## config.mk

```make
export PLATFORM = sky130hd
export DESIGN_NAME = unsigned_to_decimal_digits
export DESIGN_NICKNAME = d
export VERILOG_FILES = /design/src/rtl/utdd_pkg.sv /design/src/rtl/utdd_bcd_reg.sv /design/src/rtl/unsigned_to_decimal_digits.sv
export SDC_FILE = /design/constraint.sdc
export NUM_CORES = 1
export LEC_CHECK = 0
export ABC_CLOCK_PERIOD_IN_PS = 3700
export CELL_PAD_IN_SITES_DETAIL_PLACEMENT = 1
export CELL_PAD_IN_SITES_GLOBAL_PLACEMENT = 1
export CORE_ASPECT_RATIO = 1.75
export CORE_MARGIN = 2
export CORE_UTILIZATION = 51
export CTS_BUF_LIST = sky130_fd_sc_hd__clkbuf_8
export CTS_CLUSTER_SIZE = 8
export DETAILED_ROUTE_END_ITERATION = 8
export DONT_BUFFER_PORTS = 1
export PLACE_DENSITY_LB_ADDON = 0.08
export SYNTH_ARGS = -nofsm -noshare
export SYNTH_HDL_FRONTEND = slang
export SYNTH_SLANG_ARGS = --single-unit
```

## constraint.sdc

```tcl
create_clock -name clk -period 3.7 [get_ports clk]
set_input_delay 0.37 -clock clk [delete_from_list [all_inputs] [get_ports clk]]
set_output_delay 0.37 -clock clk [all_outputs]
set_load 0.02 [all_outputs]
```

## src/rtl/utdd_pkg.sv

```systemverilog
// ---------------------------------------------------------------------------
// utdd_pkg
// widths, counts and control types for the decimal digit converter
// ---------------------------------------------------------------------------
package utdd_pkg;

  // width of the binary input value
  localparam int VALUE_BITS = 32;

  // decimal digits of the largest value: floor(bits * log10(2)) + 1
  localparam int NUM_DIGITS = ((VALUE_BITS * 1233) >> 12) + 1;

  localparam int CNT_BITS = $clog2(NUM_DIGITS + 1);
  localparam int BIT_CNT_BITS = $clog2(VALUE_BITS);
  localparam int S_DATA_BITS = ((VALUE_BITS + 7) / 8) * 8;

  localparam int CHAR_BITS = 6;
  localparam int COUNT_BITS = 4;
  localparam int M_DATA_BITS = ((CHAR_BITS + COUNT_BITS + 7) / 8) * 8;

  localparam int DIGIT_BITS = 4;

  // ascii '0' is 6'b110000, so a digit below ten just fills the low nibble
  localparam logic [1:0] ASCII_ZERO_HI = 2'b11;

  typedef logic [DIGIT_BITS-1:0] digit_t;

  // control from the sequencer to the bcd register
  typedef struct packed {
    logic clear;
    logic dabble;
    logic shift_digit;
    logic in_bit;
  } bcd_ctrl_t;

endpackage

```

## src/rtl/utdd_bcd_reg.sv

```systemverilog
// ---------------------------------------------------------------------------
// utdd_bcd_reg
// bcd digit register: shift-and-add-3 step, digit shift-out
// ---------------------------------------------------------------------------
module utdd_bcd_reg (
  input  logic                clk,
  input  utdd_pkg::bcd_ctrl_t ctrl,
  output utdd_pkg::digit_t    top_digit
);

  utdd_pkg::digit_t [utdd_pkg::NUM_DIGITS-1:0] bcd;
  utdd_pkg::digit_t [utdd_pkg::NUM_DIGITS-1:0] adj;
  logic [utdd_pkg::NUM_DIGITS*utdd_pkg::DIGIT_BITS-1:0] flat;

  // add 3 to every digit of five or more before the shift
  always_comb begin
    for (int i = 0; i < utdd_pkg::NUM_DIGITS; i++) begin
      if (bcd[i] >= utdd_pkg::digit_t'(5)) begin
        adj[i] = bcd[i] + utdd_pkg::digit_t'(3);
      end else begin
        adj[i] = bcd[i];
      end
    end
    flat = adj;
  end

  always_ff @(posedge clk) begin
    if (ctrl.clear) begin
      bcd <= '0;
    end else if (ctrl.dabble) begin
      bcd <= {flat[utdd_pkg::NUM_DIGITS*utdd_pkg::DIGIT_BITS-2:0], ctrl.in_bit};
    end else if (ctrl.shift_digit) begin
      bcd <= {bcd[utdd_pkg::NUM_DIGITS-2:0], utdd_pkg::digit_t'(0)};
    end
  end

  assign top_digit = bcd[utdd_pkg::NUM_DIGITS-1];

endmodule

```

## src/rtl/unsigned_to_decimal_digits.sv

```systemverilog
// ---------------------------------------------------------------------------
// unsigned_to_decimal_digits
// unsigned binary to ascii decimal digits, most significant first
// ---------------------------------------------------------------------------
// usage:
//   s_* channel takes one value per transaction in s_tdata.
//   m_* channel returns one transaction per decimal digit, most significant
//   first, with no leading zeros; m_tlast marks the final digit of a number.
//   zero gives the single digit '0' with a count of one.
// timing:
//   the value is shifted bit-serially through a shift-and-add-3 bcd
//   register, one bit per cycle, then leading zero digits are dropped
//   one per cycle, then digits leave one per cycle while m_tready is high.
//   one item is in work at a time; s_tready is high only while idle.
// reset:
//   rst (synchronous) returns the sequencer to idle and drops m_tvalid.
// stall:
//   with m_tready low the current digit holds on m_tdata/m_tlast and the
//   sequencer waits; nothing is lost.
// ---------------------------------------------------------------------------
module unsigned_to_decimal_digits (
  input  logic                               clk,
  input  logic                               rst,
  // input value channel
  input  logic                               s_tvalid,
  output logic                               s_tready,
  input  logic [utdd_pkg::S_DATA_BITS-1:0]   s_tdata,   // value
  // output digit channel
  output logic                               m_tvalid,
  input  logic                               m_tready,
  output logic [utdd_pkg::M_DATA_BITS-1:0]   m_tdata,   // digit_char, digit_count
  output logic                               m_tlast    // last_digit
);

  // sequencer states
  localparam logic [1:0] ST_IDLE = 2'd0;
  localparam logic [1:0] ST_CONV = 2'd1;
  localparam logic [1:0] ST_TRIM = 2'd2;
  localparam logic [1:0] ST_EMIT = 2'd3;

  logic [1:0] state;
  logic [1:0] state_next;

  // binary shift register, msb leaves first
  logic [utdd_pkg::VALUE_BITS-1:0] bin;
  logic [utdd_pkg::BIT_CNT_BITS-1:0] bit_cnt;

  // total digits and digits still to send
  logic [utdd_pkg::CNT_BITS-1:0] count;
  logic [utdd_pkg::CNT_BITS-1:0] remain;

  utdd_pkg::bcd_ctrl_t bcd_ctrl;
  utdd_pkg::digit_t    top_digit;

  logic s_hs;
  logic m_hs;
  logic drop_zero;
  logic [utdd_pkg::CNT_BITS+utdd_pkg::COUNT_BITS-1:0] count_ext;

  assign s_tready = (state == ST_IDLE);
  assign s_hs     = s_tvalid && s_tready;
  assign m_tvalid = (state == ST_EMIT);
  assign m_hs     = m_tvalid && m_tready;

  // leading zero while more than one digit is left
  assign drop_zero = (top_digit == utdd_pkg::digit_t'(0)) &&
                     (count > utdd_pkg::CNT_BITS'(1));

  always_comb begin
    state_next = state;
    case (state)
      ST_IDLE: begin
        if (s_hs) begin
          state_next = ST_CONV;
        end
      end
      ST_CONV: begin
        if (bit_cnt == '0) begin
          state_next = ST_TRIM;
        end
      end
      ST_TRIM: begin
        if (!drop_zero) begin
          state_next = ST_EMIT;
        end
      end
      ST_EMIT: begin
        if (m_hs && (remain == utdd_pkg::CNT_BITS'(1))) begin
          state_next = ST_IDLE;
        end
      end
      default: begin
        state_next = ST_IDLE;
      end
    endcase
  end

  always_comb begin
    bcd_ctrl.clear       = s_hs;
    bcd_ctrl.dabble      = (state == ST_CONV);
    bcd_ctrl.in_bit      = bin[utdd_pkg::VALUE_BITS-1];
    bcd_ctrl.shift_digit = ((state == ST_TRIM) && drop_zero) ||
                           (m_hs && (remain != utdd_pkg::CNT_BITS'(1)));
  end

  always_ff @(posedge clk) begin
    if (rst) begin
      state <= ST_IDLE;
    end else begin
      state <= state_next;
    end
  end

  // payload and counters, no reset needed
  always_ff @(posedge clk) begin
    case (state)
      ST_IDLE: begin
        bin     <= s_tdata[utdd_pkg::VALUE_BITS-1:0];
        bit_cnt <= utdd_pkg::BIT_CNT_BITS'(utdd_pkg::VALUE_BITS - 1);
        count   <= utdd_pkg::CNT_BITS'(utdd_pkg::NUM_DIGITS);
      end
      ST_CONV: begin
        bin     <= {bin[utdd_pkg::VALUE_BITS-2:0], 1'b0};
        bit_cnt <= bit_cnt - utdd_pkg::BIT_CNT_BITS'(1);
      end
      ST_TRIM: begin
        if (drop_zero) begin
          count <= count - utdd_pkg::CNT_BITS'(1);
        end else begin
          remain <= count;
        end
      end
      ST_EMIT: begin
        if (m_hs) begin
          remain <= remain - utdd_pkg::CNT_BITS'(1);
        end
      end
      default: begin
        bin <= bin;
      end
    endcase
  end

  utdd_bcd_reg u_bcd (
    .clk       (clk),
    .ctrl      (bcd_ctrl),
    .top_digit (top_digit)
  );

  // digit count keeps its low four bits
  assign count_ext = {{utdd_pkg::COUNT_BITS{1'b0}}, count};

  assign m_tdata = utdd_pkg::M_DATA_BITS'({count_ext[utdd_pkg::COUNT_BITS-1:0],
                                           utdd_pkg::ASCII_ZERO_HI, top_digit});
  assign m_tlast = (remain == utdd_pkg::CNT_BITS'(1));

endmodule

```

==> impl_metrics.env <==
export IMPL_wl_mm=10.8
export IMPL_ys_seq_area_frac=0.438
export IMPL_core_rowCount=47
export IMPL_synth_warning_count=0
export IMPL_grt_use_total=0.217
export IMPL_globalRouteOverflowTotal=0
export IMPL_synth_distinct_cells=45
export IMPL_die_area_sq_um=10700
export IMPL_vias=3591
export IMPL_path_buf_inv=2
export IMPL_cts_tree="yes"
export IMPL_ys_ff_latch=87
export IMPL_min_path_type="in -> reg"
export IMPL_die_height_um=135
export IMPL_drt_pre_antenna_iters=4
export IMPL_power_density_nw_per_um2=894
export IMPL_synthTopCellsByArea="edfxtp_1 (27%), dfxtp_1 (17%), ha_1 (7.2%)"
export IMPL_cp_start_kind="flop"
export IMPL_io_pins=55
export IMPL_ys_dominant_reg_cell="edfxtp_1"
export IMPL_detail_route_wl_per_cell_um=17.6
export IMPL_synth_top_area_cell="edfxtp_1"
export IMPL_drv_slew=0
export IMPL_finalCritPeriodShare=0.694
export IMPL_synth_edf_count=45
export IMPL_syn_to_final_growth_pct=4.25
export IMPL_die_w_um=78.9
export IMPL_hold_viol=0
export IMPL_cts_max_level=3
export IMPL_ff2ff_setup_slack_ns=1.13
export IMPL_fin_setup_tns_ns=0
export IMPL_path_cells="inv_1 > ha_1 > nor2_1 > o31ai_4 > o21a_1 > buf_4 > mux2i_1 > a221oi_1"
export IMPL_synthTopCellsByCount="nand2_1 (62), edfxtp_1 (45), dfxtp_1 (42)"
export IMPL_antenna_found_initial=0
export IMPL_ant_nets=0
export IMPL_core_area_sq_um=9530
export IMPL_max_stage_delay_ns=0.57
export IMPL_cp_max_fo=27
export IMPL_cpLargestDelayFamily="compound AO/OA/AOI/OAI gates"
export IMPL_drt_iter0_drc=101
export IMPL_max_freq_mhz=389
export IMPL_synth_cells=501
export IMPL_path_clk_slew_ns=0.10
export IMPL_start_util=0.526
export IMPL_leakage_nw=2.04
export IMPL_grt_max_degree=67
export IMPL_synth_top_cell_area_share=0.270
export IMPL_slowest_stage="edfxtp_1"
export IMPL_hold_depth=1
export IMPL_avgSynthCellArea_sq_um=9.99
export IMPL_async_flop_share=0
export IMPL_arrival_ns=2.83
export IMPL_setup_viol=0
export IMPL_vias_per_cell=5.86
export IMPL_crit_start="count[0]$_SDFFCE_PP0P_"
export IMPL_cts_buffers=9
export IMPL_fin_worst_skew_ns=0.0137
export IMPL_grt_pass1_wl_mm=18.2
export IMPL_cp_end_kind="flop"
export IMPL_ff2ff_path_depth=8
export IMPL_diodes=0
export IMPL_cp_depth=8
export IMPL_synth_most_common_cell="nand2_1"
export IMPL_cts_root_buf="clkbuf_8"
export IMPL_hold_start="rst"
export IMPL_post_route_min_period_ns=2.57
export IMPL_crit_type="reg -> reg"
export IMPL_r2r_end="u_bcd.bcd[11]$_SDFFE_PP0P_"
export IMPL_clkSinkCount=87
export IMPL_nets=551
export IMPL_worst_pin_slew_ns=0.912
export IMPL_netlist_area_sq_um=5010
export IMPL_rsz0062_at_grt="false"
export IMPL_cts_max_path_buffers=2
export IMPL_post_cts_resize_count=0
export IMPL_first_global_vias=3805
export IMPL_timing_rr_start="count[0]$_SDFFCE_PP0P_"
export IMPL_crit_end="u_bcd.bcd[11]$_SDFFE_PP0P_"
export IMPL_status="finished, final reports clean"
export IMPL_insertion_delay_ns=0.36
export IMPL_hold_ws_ns=0.0742
export IMPL_gp_congestion=0.779
export IMPL_nFillCells=1089
export IMPL_dp_hpwl_mm=7.69
export IMPL_place_port_buffers=0
export IMPL_peakVddDrop_uv=480
export IMPL_post_cts_setup_buffer_count=0
export IMPL_cap_violations=0
export IMPL_cts_hold_buf=0
export IMPL_slew_headroom=0.390
export IMPL_drive_above_1_share=0.132
export IMPL_drc=0
export IMPL_worst_ep_required_time_ns=3.96
==> registers in the layout, indices dropped and copies added, names as in the netlist <==
signal / cells
remain: 4
u_bcd.top_digit: 4
state: 2
bit_cnt: 5
u_bcd.bcd: 36
bin: 32
count: 4
==> kinds of logic after synthesis <==
| group | count (synthesis) | share of synthesized area |
|---|---|---|
| multiplexers | 50 | 0.108 |
| other | 2 | 0.00150 |
| AO/OA/AOI/OAI | 120 | 0.165 |
| XOR/XNOR | 17 | 0.0297 |
| AND/OR/NAND/NOR | 125 | 0.118 |
| buffers and inverters | 71 | 0.0685 |
| flip-flops | 87 | 0.438 |
| adder cells (fa/ha/maj) | 29 | 0.0725 |
==> power breakdown <==
part | total [mW] | internal (mW) | switching [mW]
Clock | 0.673 | 0.315 | 0.358
Sequential | 1.96 | 1.55 | 0.405
Combinational | 2.03 | 0.867 | 1.17
==> routing by layer <==
metal / GRT usage / share of wire / wire (um) / up-vias
li1: - / - / - / 1744
met1: 0.227 / 0.39 / 4230 / 1791
met2: 0.421 / 0.57 / 6120 / 44
met3: 0.0348 / 0.022 / 232 / 12
met4: 0.0872 / 0.017 / 187 / 0
met5: 0 / 0 / 0 / -
==> per-stage QoR <==
stage                      util  worst slack, ns  instance area, sq um  cells  power, mW
after floorplan               -             1.21                  5030    507       3.55
after global placement    0.527             1.30                  5020    597       3.91
after detailed placement  0.527             1.16                  5020    597       4.05
after CTS                 0.548             1.13                  5220    613       4.73
after global routing      0.548            0.896                  5220    613       5.07
final                     0.548             1.13                  5220    613       4.67
==> cell type report <==
| class | instances | area [sq um] | area share |
|---|---|---|---|
| Multi-Input combinational cell | 349 | 2500 | 0.478 |
| Sequential cell | 87 | 2190 | 0.420 |
| Tap cell | 122 | 153 | 0.0292 |
| Clock buffer | 9 | 124 | 0.0237 |
| Inverter | 33 | 124 | 0.0237 |
| Clock inverter | 7 | 72.6 | 0.0139 |
| Timing Repair Buffer | 6 | 57.6 | 0.0110 |
==> placed cells by master, fill, tap and decap left out, types with 7 or more instances in the layout <==
master | netlist | layout
mux2i_1 | 19 | 19
nor3_1 | 12 | 12
mux2_2 | 31 | 31
a21oi_1 | 29 | 29
a31oi_1 | 22 | 22
conb_1 | 2 | 8
ha_1 | 29 | 28
nor2_1 | 20 | 20
nand2_1 | 62 | 62
clkbuf_8 | 0 | 9
o21ai_0 | 28 | 28
a211oi_1 | 7 | 7
edfxtp_1 | 45 | 45
inv_1 | 33 | 33
nand2b_1 | 10 | 10
o311a_1 | 7 | 7
xnor2_1 | 16 | 16
dfxtp_1 | 42 | 42
==> worst min path at each step <==
stage / endpoint / slack [ns]
after global placement: state[1]$_SDFFE_PP0P_ / 0.45
after global routing: state[1]$_SDFFE_PP0P_ / 0.06
after floorplan: state[1]$_SDFFE_PP0P_ / 0.44
after CTS: state[0]$_SDFFE_PP0P_ / 0.05
final: state[0]$_SDFFE_PP0P_ / 0.07
after detailed placement: state[0]$_SDFFE_PP0P_ / 0.45
Power figures use the tool's default switching activity.
